<file path="src/rtl/assert_macros.svh">
// Assertion helpers shared by the evaluator RTL.
// Define NO_ASSERTIONS to compile them out.
`ifndef ASSERT_MACROS_SVH
`define ASSERT_MACROS_SVH

`ifndef NO_ASSERTIONS

// Property must hold at every rising clock edge out of reset.
`define PSE_ASSERT(lbl, clk, rst_n, prop) \
    lbl: assert property (@(posedge clk) disable iff (!rst_n) prop) \
        else $error("pse: assertion failed");

// Expression must never be true out of reset.
`define PSE_ASSERT_NEVER(lbl, clk, rst_n, expr) \
    lbl: assert property (@(posedge clk) disable iff (!rst_n) !(expr)) \
        else $error("pse: forbidden condition seen");

`else

`define PSE_ASSERT(lbl, clk, rst_n, prop)
`define PSE_ASSERT_NEVER(lbl, clk, rst_n, expr)

`endif

`endif

</file>
<file path="src/rtl/pse_pkg.sv">
package pse_pkg;

    // Token codes carried on the input tuser.
    typedef enum logic [2:0] {
        TOK_PUSH = 3'd0,
        TOK_ADD  = 3'd1,
        TOK_SUB  = 3'd2,
        TOK_MUL  = 3'd3,
        TOK_DIV  = 3'd4,
        TOK_END  = 3'd5
    } tok_t;

    typedef enum logic [1:0] {
        ST_IDLE,
        ST_EXEC,
        ST_MUL,
        ST_DIV
    } state_t;

    // Controller -> datapath
    typedef struct packed {
        logic push;       // write operand at top, count up
        logic fetch;      // read the two top entries
        logic set_err;
        logic arith_wr;   // write add/sub result
        logic is_sub;
        logic mul_start;
        logic div_start;
        logic mul_wr;
        logic div_wr;
        logic finish;     // load output word, empty the stack
    } dp_cmd_t;

    // Datapath -> controller
    typedef struct packed {
        logic full;
        logic lt2;
        logic err;
        logic right_zero;
        logic mul_done;
        logic div_done;
        logic out_free;
    } dp_stat_t;

    localparam int unsigned DATA_W = 64;
    localparam int unsigned MAG_W  = 128;

    localparam logic [DATA_W-1:0] Q_MAX = 64'h7FFF_FFFF_FFFF_FFFF;
    localparam logic [DATA_W-1:0] Q_MIN = 64'h8000_0000_0000_0000;

    // Magnitude of a two's complement value, as unsigned.
    function automatic logic [DATA_W-1:0] mag_of(input logic [DATA_W-1:0] v);
        return v[DATA_W-1] ? (64'd0 - v) : v;
    endfunction

    // Apply sign to a wide magnitude with saturation.
    function automatic logic [DATA_W-1:0] sat_mag(input logic neg,
                                                  input logic [MAG_W-1:0] mag);
        logic big_hi;
        big_hi = |mag[MAG_W-1:DATA_W];
        if (neg) begin
            if (big_hi || (mag[DATA_W-1:0] > Q_MIN))
                return Q_MIN;
            return 64'd0 - mag[DATA_W-1:0];
        end
        if (big_hi || (mag[DATA_W-1:0] > Q_MAX))
            return Q_MAX;
        return mag[DATA_W-1:0];
    endfunction

endpackage

</file>
<file path="src/rtl/pse_ctrl.sv">
`include "assert_macros.svh"

module pse_ctrl
    import pse_pkg::*;
(
    input  logic     clk,
    input  logic     rst_n,
    input  logic     s_tvalid,
    output logic     s_tready,
    input  logic [2:0] req_type,
    input  dp_stat_t stat,
    output dp_cmd_t  cmd
);

    state_t state_reg, state_next;
    tok_t   op_reg, op_next;
    tok_t   kind;

    assign kind = tok_t'(req_type);

    always_ff @(posedge clk or negedge rst_n)
    begin
        if (!rst_n)
        begin
            state_reg <= ST_IDLE;
            op_reg    <= TOK_PUSH;
        end
        else
        begin
            state_reg <= state_next;
            op_reg    <= op_next;
        end
    end

    always_comb
    begin
        state_next = state_reg;
        op_next    = op_reg;
        cmd        = '0;
        s_tready   = 1'b0;
        unique case (state_reg)
            ST_IDLE:
            begin
                s_tready = 1'b1;
                if (s_tvalid)
                begin
                    unique case (kind) inside
                        TOK_PUSH:
                            cmd.push = !stat.err && !stat.full;
                        TOK_ADD, TOK_SUB, TOK_MUL, TOK_DIV:
                        begin
                            if (!stat.err)
                            begin
                                if (stat.lt2)
                                    cmd.set_err = 1'b1;
                                else
                                begin
                                    cmd.fetch  = 1'b1;
                                    op_next    = kind;
                                    state_next = ST_EXEC;
                                end
                            end
                        end
                        TOK_END:
                        begin
                            cmd.fetch  = 1'b1;
                            op_next    = kind;
                            state_next = ST_EXEC;
                        end
                        default: ;
                    endcase
                end
            end
            ST_EXEC:
            begin
                unique case (op_reg) inside
                    TOK_ADD, TOK_SUB:
                    begin
                        cmd.arith_wr = 1'b1;
                        cmd.is_sub   = (op_reg == TOK_SUB);
                        state_next   = ST_IDLE;
                    end
                    TOK_MUL:
                    begin
                        cmd.mul_start = 1'b1;
                        state_next    = ST_MUL;
                    end
                    TOK_DIV:
                    begin
                        if (stat.right_zero)
                        begin
                            cmd.set_err = 1'b1;
                            state_next  = ST_IDLE;
                        end
                        else
                        begin
                            cmd.div_start = 1'b1;
                            state_next    = ST_DIV;
                        end
                    end
                    TOK_END:
                    begin
                        // hold until the output register can take the word
                        if (stat.out_free)
                        begin
                            cmd.finish = 1'b1;
                            state_next = ST_IDLE;
                        end
                    end
                    default: state_next = ST_IDLE;
                endcase
            end
            ST_MUL:
            begin
                if (stat.mul_done)
                begin
                    cmd.mul_wr = 1'b1;
                    state_next = ST_IDLE;
                end
            end
            ST_DIV:
            begin
                if (stat.div_done)
                begin
                    cmd.div_wr = 1'b1;
                    state_next = ST_IDLE;
                end
            end
            default: state_next = ST_IDLE;
        endcase
    end

    `PSE_ASSERT_NEVER(a_err_in_unit, clk, rst_n, ((state_reg == ST_MUL) || (state_reg == ST_DIV)) && stat.err)
    `PSE_ASSERT(a_one_writer, clk, rst_n, $onehot0({cmd.push, cmd.arith_wr, cmd.mul_wr, cmd.div_wr}))

endmodule

</file>
<file path="config.mk">
export PLATFORM = sky130hd
export DESIGN_NAME = pse_ctrl
export DESIGN_NICKNAME = d
export VERILOG_FILES = /design/src/rtl/pse_pkg.sv /design/src/rtl/pse_ctrl.sv
export VERILOG_INCLUDE_DIRS = /design/src /design/src/rtl
export SDC_FILE = /design/constraint.sdc
export NUM_CORES = 1
export LEC_CHECK = 0
export BUFFER_PORTS_ARGS = -buffer_cell sky130_fd_sc_hd__buf_2
export CAP_MARGIN = 20
export CORE_AREA = 2 2 39 41
export CTS_CLUSTER_DIAMETER = 80
export DETAILED_ROUTE_END_ITERATION = 7
export DIE_AREA = 0 0 41 43
export GPL_TIMING_DRIVEN = 0
export MAX_ROUTING_LAYER = met4
export PLACE_DENSITY = 0.7
export SKIP_LAST_GASP = 1
export SLEW_MARGIN = 20
export SYNTH_ARGS = -nofsm -noshare
export SYNTH_HDL_FRONTEND = slang
export SYNTH_SLANG_ARGS = --single-unit
</file>
<file path="constraint.sdc">
create_clock -name clk -period 1.47 [get_ports clk]
set_clock_uncertainty 0.05 [all_clocks]
set_input_delay 0 -clock clk [delete_from_list [all_inputs] [get_ports clk]]
set_output_delay 0 -clock clk [all_outputs]
set_load 0.02 [all_outputs]
</file>
# After elaboration in Yosys (flattened, before gate mapping)
# Index checks and enable logic that the tools add are counted.
# classes
eq_ne	22
reduce_logical	10
n_mux	37
# op_table
op	n
$mux 2	10
$mux 1	17
$eq 3x2->1 const B	4
$eq 3x3->1 const B	4
$ne 2x2->1 const B	5
$mux 3	3
$ne 3x3->1 const B	3
$pmux 2 s4	1
$reduce_and 7->1	1
$eq 3x1->1 const B	2
$pmux 2 s3	1
$pmux 3 s2	1
$reduce_and 5->1	1
$eq 2x2->1 const B	2
$mux 4	1
$pmux 1 s2	2
$pmux 2 s2	1
$reduce_or 4->1	1
$logic_not 3->1	1
$ne 3x2->1 const B	1
$eq 2x1->1 const B	1
$logic_not 1->1	2
$logic_not 2->1	1
$reduce_bool 2->1	1
other kinds (2)	2
# word_totals
out_inout_bits	11
reg_bits	5
inputBits	13
wordCells	71

# Longest topological paths before layout
# Gate-level depths: netlist of the first run.
# logic_depth
ltp_word	5
mapped_depth	6
mapped_depth_nobuf	4

# Least setup slack after synthesis of the first run
# No wires, ideal clock.
# synth_path
path_type	reg2out
from	register state_reg[1]
to	output port cmd[3] (netlist name)
path_slack_ns	0.005
required_ns	1.420
path_stages_with_launch	4
t_arrival_ns	1.415
path_cell_list	dfrtp_1 nand2b_1 buf_2 nor4_1
# synth_rtl
item	line_no	source
from (decl)	pse_ctrl.sv:15	state_t state_reg, state_next;
from (signal assigned)	pse_ctrl.sv:30	state_reg <= state_next;
to (decl)	pse_ctrl.sv:12	output dp_cmd_t cmd

==> out/metrics.cfg, run 1 <==
[die]
die_area_um2=1760
start_util_pct=38.2
fp-row-count=14
die_width_um=41
die_h_um=43
ios=24
core_area_um2=1380

[critical_path]
critPathTopFamily=simple AND/OR/NAND/NOR gates
max_stage_delay_ps=440
cp.arrival_ps=1500
crit_fanout=4
crit_chain=or3b_4 -> nor2_4 -> a32o_2 -> buf_6
cp_slowest_cell=dfrtp_2
critical_path_class=reg -> out
cp.required_ps=1420
path_buf_inv=1
r2r_slack_ps=-30
start_kind=flop
end_kind=output port

[synth]
synth.avg_cell_area_um2=7.78
synth_nets=81
ys_seq_area_share_pct=23.6
synthSimpleGateAreaFrac_pct=37.6
yosys.area_share.adder_pct=0
ys_types=33
synth.mux.area_fraction_pct=0
ys_warn_count=0
synth_top_family_by_area=simple AND/OR/NAND/NOR gates
synth_edf_count=0
synth_top_area_share_pct=23.6
async_reset_ff_share_pct=100
synthXorXnorAreaFrac_pct=3.31
synth_ff_type=dfrtp_1
synthTopCellsByArea=dfrtp_1 (24%), o21ai_0 (5.7%), a221oi_4 (5.0%), nand2_1 (5.0%), nor2_1 (5.0%)
synth-compound-area-share_pct=27.9
ys_ff_latch=5
yosysTopAreaCell=dfrtp_1
syn-cell-area_um2=529
synthCells=68

[grt]
grt_overflow=0
grt_pass1_wl_um=2280
grt_pass1_vias=573
grt_max_degree=11
antenna_found_initial=0
grtUsageTotal_pct=19.0

[drt]
dr.pass1.iters=4
wl_per_cell_um=12.5
vias=603
vias_per_cell=5.24
drc=0
dr.first_iter.drc_count=14
drt.antenna.violating_nets=0
totalWireLength_um=1430

[timing]
tightest_slew_ps=326
fin_crit_sh_pct=106
slew_headroom_pct=78.0
hold_viol_final=0
setup_slack_ps=-84.4
timing.fmax_mhz=643
slew_violations=0
setup_violations=3
grt_setup_unrepaired=true
fin_crit_ps=1550

[layout]
regArea_um2=128
fin_nets=113
fill_cells=137
largest_reg_flops=3
n_antenna_cell=0
multi_input_area_um2=415
area_growth_pct=51.8
drive_gt1_share_pct=51.5

[clock_tree]
cts.path.max_buffers=2
tritoncts=built
cts_buffers=3
clock-root-buffer=clkbuf_4
clock_sinks=5
cts.reportedPaths.clkPinSlew_ps=40
clk_latency_ps=240
htree_levels=1

[min_path]
hold_path_class=in -> reg

[job]
maxCapViolations=0

[power]
p_leak_nw=0.348
power_density_nw_per_um2=657
ir_worst_vdd_mv=0.234
finalPower_mw=0.528

[placed_design]
place_congestion=0.861
io_buffers=23
pre_cts_ws_ps=11.9
hpwl_um=1010

[outcome]
outcome=complete, but fails checks
violations=setup timing

## cell usage in the layout (no fill, tap or decap), types with 2 or more instances in the layout
master    Yosys  routed
a31oi_1       2       2
nand3_1       2       2
buf_6         1       3
a21oi_1       2       2
inv_1         4       4
xnor2_1       2       2
dfrtp_1       5       3
o21ai_0       6       5
clkbuf_4      0       3
nand2_1       7       7
dfrtp_2       0       2
buf_4         0       8
buf_2         2      19
nor3_2        0       4
nor2_1        7       6
nand2b_1      3       3
## per-layer routing
| layer | wire, um | GRT usage [%] | vias up |
|---|---|---|---|
| li1 | - | - | 308 |
| met1 | 595 | 23.2 | 275 |
| met2 | 758 | 30.3 | 18 |
| met3 | 61 | 3.14 | 2 |
| met5 | 0 | - | - |
| met4 | 17 | 6.00 | 0 |
## final cells by class
cell class | instances | area share (%)
inverters | 4 | 1.87
clock buffers | 4 | 3.27
well taps | 16 | 2.49
plain buffers | 2 | 1.25
repair buffers | 29 | 23.5
multi-input cells | 55 | 51.7
flip-flops and latches | 5 | 15.9
## kinds of logic after synthesis
family	count (synthesis)
AO/OA/AOI/OAI	18
flip-flops	5
buffers and inverters	8
AND/OR/NAND/NOR	35
XOR/XNOR	2
## tightest hold or removal path, cell delays in order
cell     delay (ps)
buf_2           140
o21ai_1          80
nand2_1          50
## per-stage QoR
step | setup TNS, ps | util (%) | cell area, um^2 | hold WS (ps) | instances
floorplan | 0 | - | 529 | -346 | 68
global placement | 0 | 48.0 | 664 | -232 | 107
detailed placement | 0 | 48.0 | 664 | -231 | 107
CTS | -241 | 55.8 | 772 | 14.8 | 117
global route | -595 | 58.0 | 803 | 35.0 | 115
finish | -192 | 58.0 | 803 | 25.4 | 115
## worst paths after layout
| check | from | to | cells past startpoint |
|---|---|---|---|
| hold / removal | req_type[1] | op_reg[1] | 3 |
| hold reg to reg | op_reg[2] | op_reg[2] | 2 |
| setup / recovery | state_reg[0] | cmd[7] | 4 |
| min in group asynchronous | rst_n | op_reg[0] | 2 |
| setup reg to reg | state_reg[0] | op_reg[0] | 4 |
| max in group asynchronous | rst_n | state_reg[0] | 2 |
## power by group
part           total [mW]  switching (mW)  leakage (nW)  internal (mW)
logic               0.197           0.109         0.280         0.0882
registers           0.173          0.0225        0.0534          0.151
clock network       0.157          0.0546        0.0150          0.103
## cells in the mapped netlist (2+ instances only)
library cell and n:
nand3_1 2, a31oi_1 2, nand2b_1 3, buf_2 2
inv_1 4, dfrtp_1 5, a21oi_1 2, nor3_1 5
nand2_1 7, o21ai_0 6, nor2_1 7, xnor2_1 2
## what timing repair did
item | 4_1_cts | 5_1_grt
gates resized for setup | 10 | 13
setup endpoints to repair | 5 | 11
setup buffers | 5 | 0
pin swaps | 4 | 4
hold buffers | 1 | 0
hold endpoints to repair | 5 | 0
Note: power is estimated with default switching activity, not from simulation.
==> inputs of run 2 (changes only) <==
- ABC_AREA: not set -> 1
- CTS_CLUSTER_DIAMETER: 80 -> not set
- PLACE_DENSITY: 0.7 -> 0.66
==> run 2 against run 1 <==
  * The run now ends clean
  * Non-clock buffer count rose by 5
  * Clock power barely moved
  * Clock-buffer cell count did not move
  * Worst setup slack improved by 150 ps
  * Global-route usage fell by 0.67 points
  * Via count rose by 2.7%
  * Sequential share of layout area rose by 0.56 points
  * Total power rose by 130%
  * Critical path type unchanged
  * Critical endpoint is now cmd[8]
==> out/metrics.cfg, run 2 <==
[job]
maxCapViolations=0  ; unchanged

[timing]
setup_slack_ps=65.1  ; was -84.4 ps
timing.fmax_mhz=712  ; was 643 MHz
grt_setup_unrepaired=true  ; unchanged
setup_violations=0  ; was 3
tightest_slew_ps=298  ; was 326 ps
fin_crit_sh_pct=95.6  ; was 106%
slew_violations=0  ; unchanged
hold_viol_final=0  ; unchanged
fin_crit_ps=1400  ; was 1550 ps
slew_headroom_pct=80.0  ; was 78.0%

[power]
p_leak_nw=0.440  ; was 0.348 nW
power_density_nw_per_um2=1540  ; was 657 nW/um^2
p_comb_share_pct=61.3  ; was 37.4%
finalPower_mw=1.20  ; was 0.528 mW
p_sw_mw=0.562  ; was 0.186 mW
sequentialPowerShare_pct=25.6  ; was 32.8%
clock_power_share_pct=13.1  ; was 29.8%
ir_worst_vdd_mv=0.722  ; was 0.234 mV
swShare_pct=47.0  ; was 35.3%
internal-power_mw=0.635  ; was 0.342 mW

[clock_tree]
cts.reportedPaths.clkPinSlew_ps=40  ; about the same
cts.path.max_buffers=2  ; unchanged
clock_sinks=5  ; unchanged
tritoncts=built  ; unchanged
clk_latency_ps=240  ; about the same
htree_levels=1  ; unchanged
cts_buffers=3  ; unchanged
clock-root-buffer=clkbuf_4  ; unchanged

[synth]
ys_ff_latch=5  ; unchanged
synth.avg_cell_area_um2=6.36  ; was 7.78 um^2
async_reset_ff_share_pct=100  ; unchanged
synthTopCellsByCount=inv_1 (15), nand2_1 (13), nand3_1 (7), nor2_1 (7)  ; was nand2_1 (7), nor2_1 (7), o21ai_0 (6)
synthCells=75  ; was 68
ys_warn_count=0  ; unchanged
synth_edf_count=0  ; unchanged
synth_nets=88  ; was 81
synth_ff_type=dfrtp_1  ; unchanged
ys_seq_area_share_pct=26.2  ; was 23.6%
ys_types=19  ; was 33
synth_top_area_share_pct=26.2  ; was 23.6%
yosysTopAreaCell=dfrtp_1  ; unchanged
synthMostInstantiatedCell=inv_1
synthTopCellsByArea=dfrtp_1 (26%), inv_1 (12%), nand2_1 (10%), nand3_1 (7.3%), nand4_1 (6.6%)  ; was dfrtp_1 (24%), o21ai_0 (5.7%), a221oi_4 (5.0%), nand2_1 (5.0%), nor2_1 (5.0%)
syn-cell-area_um2=477  ; was 529 um^2

[critical_path]
end_kind=output port  ; unchanged
cp.required_ps=1420  ; about the same
reg2reg_depth=7  ; was 4
crit_end=cmd[8]  ; was cmd[7]
rr_endpoint=op_reg[2]  ; was op_reg[0]
cp.arrival_ps=1350  ; was 1500 ps
rr_startpoint=state_reg[0]  ; unchanged
start_kind=flop  ; unchanged
startpoint=state_reg[0]  ; unchanged
r2r_slack_ps=100  ; was -30 ps
critical_path_class=reg -> out  ; unchanged
crit_fanout=5  ; was 4

[layout]
fill_cells=123  ; was 137
mostFrequentLayoutCells=buf_2 (21), inv_1 (15), nand2_1 (11)  ; was buf_2 (19), buf_4 (8), nand2_1 (7)
drive_gt1_share_pct=47.0  ; was 51.5%
n_antenna_cell=0  ; unchanged
instances_no_fill=131  ; was 115
final_common_cell=buf_2  ; unchanged
fin_nets=129  ; was 113
area_growth_pct=62.7  ; was 51.8%
largest_reg_flops=3  ; unchanged
utilization_pct=56.1  ; was 58.0%

[outcome]
outcome=finished clean  ; was complete, but fails checks

[drt]
vias=619  ; was 603
wl_per_cell_um=10.1  ; was 12.5 um
vias_per_cell=4.73  ; was 5.24
drc=0  ; unchanged
drt.antenna.violating_nets=0  ; unchanged
dr.first_iter.drc_count=13  ; was 14
dr.pass1.iters=4  ; unchanged
totalWireLength_um=1320  ; was 1430 um

[grt]
grt_overflow=0  ; unchanged
grtUsageTotal_pct=18.3  ; was 19.0%
grt_pass1_wl_um=2090  ; was 2280 um
antenna_found_initial=0  ; unchanged
grt_pass1_vias=553  ; was 573
grt_max_degree=6  ; was 11

[min_path]
hold_path_class=in -> reg  ; unchanged

[placed_design]
hpwl_um=873  ; was 1010 um
io_buffers=23  ; unchanged
pre_cts_ws_ps=188  ; was 11.9 ps
place_congestion=0.711  ; was 0.861
place_inst=114  ; was 107

[die]
ios=24  ; unchanged
die_width_um=41  ; unchanged
core_area_um2=1380  ; unchanged
start_util_pct=34.4  ; was 38.2%
die_h_um=43  ; unchanged
fp-row-count=14  ; unchanged
die_area_um2=1760  ; unchanged

## run 2: metal layers
metal	track usage, %	vias up	wire [um]	share of wire [%]
li1	-	326	-	-
met3	3.14	0	56	4.2
met1	19.9	277	550	42
met2	28.7	16	713	54
met5	-	-	0	0
met4	12.0	0	0	0
## run 2: power by group through the flow
stage	Sequential, mW	Clock, mW	Combinational (mW)
global placement	0.303	0	0.534
detailed placement	0.303	0	0.540
floorplan	0.285	0	0.421
CTS	0.301	0.162	0.636
global route	0.314	0.177	0.821
finish	0.307	0.156	0.734
## run 2: logic make-up after synthesis
logic type      after synthesis  share of synthesized area, %
simple gates                 46                          50.9
buf+inv                      17                          13.6
compound gates                7                          9.19
flops                         5                          26.2
## run 2: what timing repair did
item | 4_1_cts | 5_1_grt
setup buffers | 4 | 5
hold buffers | 4 | 0
setup endpoints to repair | 1 | 7
pin swaps | 1 | 3
gates resized for setup | 1 | 9
hold endpoints to repair | 8 | 0
## run 2: area by class of cell
type | instances | area (um^2) | area share, %
flip-flops and latches | 5 | 128 | 16.5
multi-input cells | 53 | 304 | 39.2
well taps | 16 | 20.0 | 2.58
repair buffers | 36 | 231 | 29.8
inverters | 17 | 66.3 | 8.55
clock buffers | 4 | 26.3 | 3.39
## run 2: through the flow
stage | area (um^2) | setup TNS, ps | hold slack, ps
final | 776 | 0 | 39.6
after global routing | 776 | -29.3 | 65.3
after CTS | 716 | 0 | 29.6
after detailed placement | 618 | 0 | -233
after global placement | 618 | 0 | -232
after floorplan | 483 | 0 | -346
## run 2: critical path, cell delays in order, from the launching register on
cell     delay (ps)
dfrtp_2         450
nor2_4          160
nand2_2          90
a21oi_2         120
nand2_2         120
inv_4            80
buf_6           110
## run 2: worst min path at each step
stage               startpoint            to  slack, ps  depth (start not counted)
detailed placement       rst_n     op_reg[1]       -230                          1
global placement         rst_n     op_reg[1]       -230                          1
CTS                    stat[2]  state_reg[1]         30                          4
global route             rst_n     op_reg[1]         70                          2
floorplan                rst_n     op_reg[0]       -350                          0
finish                 stat[2]  state_reg[1]         40                          4
==> inputs of run 3 (changes only) <==
- CELL_PAD_IN_SITES_DETAIL_PLACEMENT: not set -> 2
- CELL_PAD_IN_SITES_GLOBAL_PLACEMENT: not set -> 2
- CORE_AREA: 2 2 39 41 -> not set
- CORE_MARGIN: not set -> 2
- CORE_UTILIZATION: not set -> 21
- DIE_AREA: 0 0 41 43 -> not set
- PLACE_DENSITY: 0.66 -> 0.77
==> run 3 against run 2 <==
  * Wire length up 42%
  * Critical path type unchanged
  * Non-clock buffer count fell by 2
  * Global-route usage is 2.7 points lower
  * Sequential share of layout area down 0.46 points
  * Critical path depth grew 1
  * Register-to-register slack worse by 110 ps
  * Fmax is 5.4% lower
  * Design area up 2.9%
  * Utilization decreased by 19 points
  * Hold slack lost 15 ps
  * Via count increased by 4.4%
  * The flow now finishes with violations (setup timing)
==> out/metrics.cfg, run 3 (synthesis results as in run 2) <==
[power]
ir_worst_vdd_mv=0.512  ; was 0.722 mV
p_sw_mw=0.645  ; was 0.562 mW
swShare_pct=49.4  ; was 47.0%
p_leak_nw=0.445  ; was 0.440 nW
clock_power_share_pct=12.6  ; was 13.1%
finalPower_mw=1.31  ; was 1.20 mW
p_comb_share_pct=63.8  ; was 61.3%
sequentialPowerShare_pct=23.6  ; was 25.6%
power_density_nw_per_um2=1640  ; was 1540 nW/um^2
internal-power_mw=0.661  ; was 0.635 mW

[outcome]
violations=setup timing
outcome=complete, but fails checks  ; was finished clean

[die]
start_util_pct=22.0  ; was 34.4%
die_width_um=51.6  ; was 41 um
ios=24  ; unchanged
die_area_um2=2670  ; was 1760 um^2
fp-row-count=17  ; was 14
die_h_um=51.6  ; was 43 um
core_area_um2=2170  ; was 1380 um^2

[critical_path]
cp_slowest_cell=dfrtp_2  ; unchanged
path_buf_inv=3  ; was 2
critical_path_class=reg -> out  ; unchanged
critPathTopFamily=simple AND/OR/NAND/NOR gates  ; was flip-flops
crit_chain=inv_2 -> nor2_4 -> nand2_4 -> nor3_4 -> nor2_1 -> inv_1 -> buf_4  ; was nor2_4 -> nand2_2 -> a21oi_2 -> nand2_2 -> inv_4 -> buf_6
max_stage_delay_ps=400  ; was 450 ps
cp.required_ps=1420  ; about the same
start_kind=flop  ; unchanged
crit_fanout=4  ; was 5
cp.arrival_ps=1440  ; was 1350 ps
end_kind=output port  ; unchanged

[timing]
hold_ws_ps=24.6  ; was 39.6 ps
tightest_slew_ps=295  ; was 298 ps
fin_crit_sh_pct=101  ; was 95.6%
setup_slack_ps=-15.2  ; was 65.1 ps
setup_violations=3  ; was 0
fin_crit_ps=1490  ; was 1400 ps
slew_violations=0  ; unchanged
grt_setup_unrepaired=true  ; unchanged
tns_ps=-23.9  ; was 0 ps
timing.fmax_mhz=673  ; was 712 MHz
hold_viol_final=0  ; unchanged
slew_headroom_pct=80.2  ; was 80.0%

[layout]
regArea_um2=128  ; unchanged
area_growth_pct=67.5  ; was 62.7%
utilization_pct=36.8  ; was 56.1%
n_antenna_cell=0  ; unchanged
final_common_cell=buf_2  ; unchanged
fill_cells=289  ; was 123
mostFrequentLayoutCells=buf_2 (20), inv_1 (15), nand2_1 (12)  ; was buf_2 (21), inv_1 (15), nand2_1 (11)
largest_reg_flops=3  ; unchanged
drive_gt1_share_pct=47.8  ; was 47.0%
multi_input_area_um2=319  ; was 304 um^2
fin_nets=127  ; was 129

[grt]
grt_pass1_vias=668  ; was 553
grtUsageTotal_pct=15.7  ; was 18.3%
grt_pass1_wl_um=2970  ; was 2090 um
grt_overflow=0  ; unchanged
grt_max_degree=6  ; unchanged
antenna_found_initial=0  ; unchanged

[job]
maxCapViolations=0  ; unchanged

[drt]
drt.antenna.violating_nets=0  ; unchanged
totalWireLength_um=1870  ; was 1320 um
wl_per_cell_um=13.3  ; was 10.1 um
dr.pass1.iters=4  ; unchanged
vias=646  ; was 619
drc=0  ; unchanged
dr.first_iter.drc_count=4  ; was 13
vias_per_cell=4.58  ; was 4.73

[clock_tree]
cts.path.max_buffers=2  ; unchanged
tritoncts=built  ; unchanged
htree_levels=1  ; unchanged
clock_sinks=5  ; unchanged
clk_latency_ps=250  ; was 240 ps
clock-root-buffer=clkbuf_4  ; unchanged
cts_buffers=3  ; unchanged
cts.reportedPaths.clkPinSlew_ps=40  ; about the same

[placed_design]
io_buffers=23  ; unchanged
hpwl_um=1290  ; was 873 um
place_congestion=0.662  ; was 0.711

[min_path]
hold_path_class=in -> reg  ; unchanged

## run 3: repair_timing
item	in CTS	in global routing
endpoints found under the setup margin	3	5
pin swaps	2	7
setup buffers	4	4
gates resized for setup	3	13
endpoints found under the hold margin	7	0
hold buffers	3	0
## run 3: layout make-up
class                           count  share of cell area [%]
Clock buffer                        4                    3.29
Inverter                           17                    8.31
Tap cell                           28                    4.39
Timing Repair Buffer               34                    28.1
Sequential cell                     5                    16.0
Multi-Input combinational cell     53                    40.0
## run 3: path summary, 6_finish.rpt
path                           endpoint          from  cells after the start  slack [ps]
setup / recovery                 cmd[6]  state_reg[0]                      7         -20
hold / removal                op_reg[1]   req_type[1]                      3          20
setup reg to reg              op_reg[1]  state_reg[0]                      8         -10
hold reg to reg               op_reg[2]     op_reg[2]                      2         540
max in group asynchronous  state_reg[0]         rst_n                      2        1190
min in group asynchronous  state_reg[1]         rst_n                      2          40
## run 3: through the flow
stage / std cells / cell area [um^2] / worst slack [ps]
floorplan: 75 / 483 / 138
global placement: 126 / 633 / 174
detailed placement: 126 / 633 / 156
CTS: 137 / 724 / 0.358
global route: 141 / 798 / -97.8
finish: 141 / 798 / -15.2
## run 3: tightest hold or removal path, delay by kind of cell
kind | cells | cell delay (ps)
AOI/OAI and AO/OA | 1 | 70
buffers and inverters | 2 | 210
## run 3: power by group through the flow
stage	Combinational, mW	Clock (mW)	Sequential (mW)
CTS	0.668	0.168	0.306
global route	0.922	0.184	0.324
finish	0.834	0.165	0.308
detailed placement	0.569	0	0.309
global placement	0.549	0	0.304
floorplan	0.421	0	0.285
## run 3: layer usage
layer	share of wire (%)	vias up	track usage, %
met1	42	304	17.3
met3	3.8	4	1.72
met2	51	19	27.1
met5	0	-	-
met4	2.9	0	9.21
li1	-	319	-
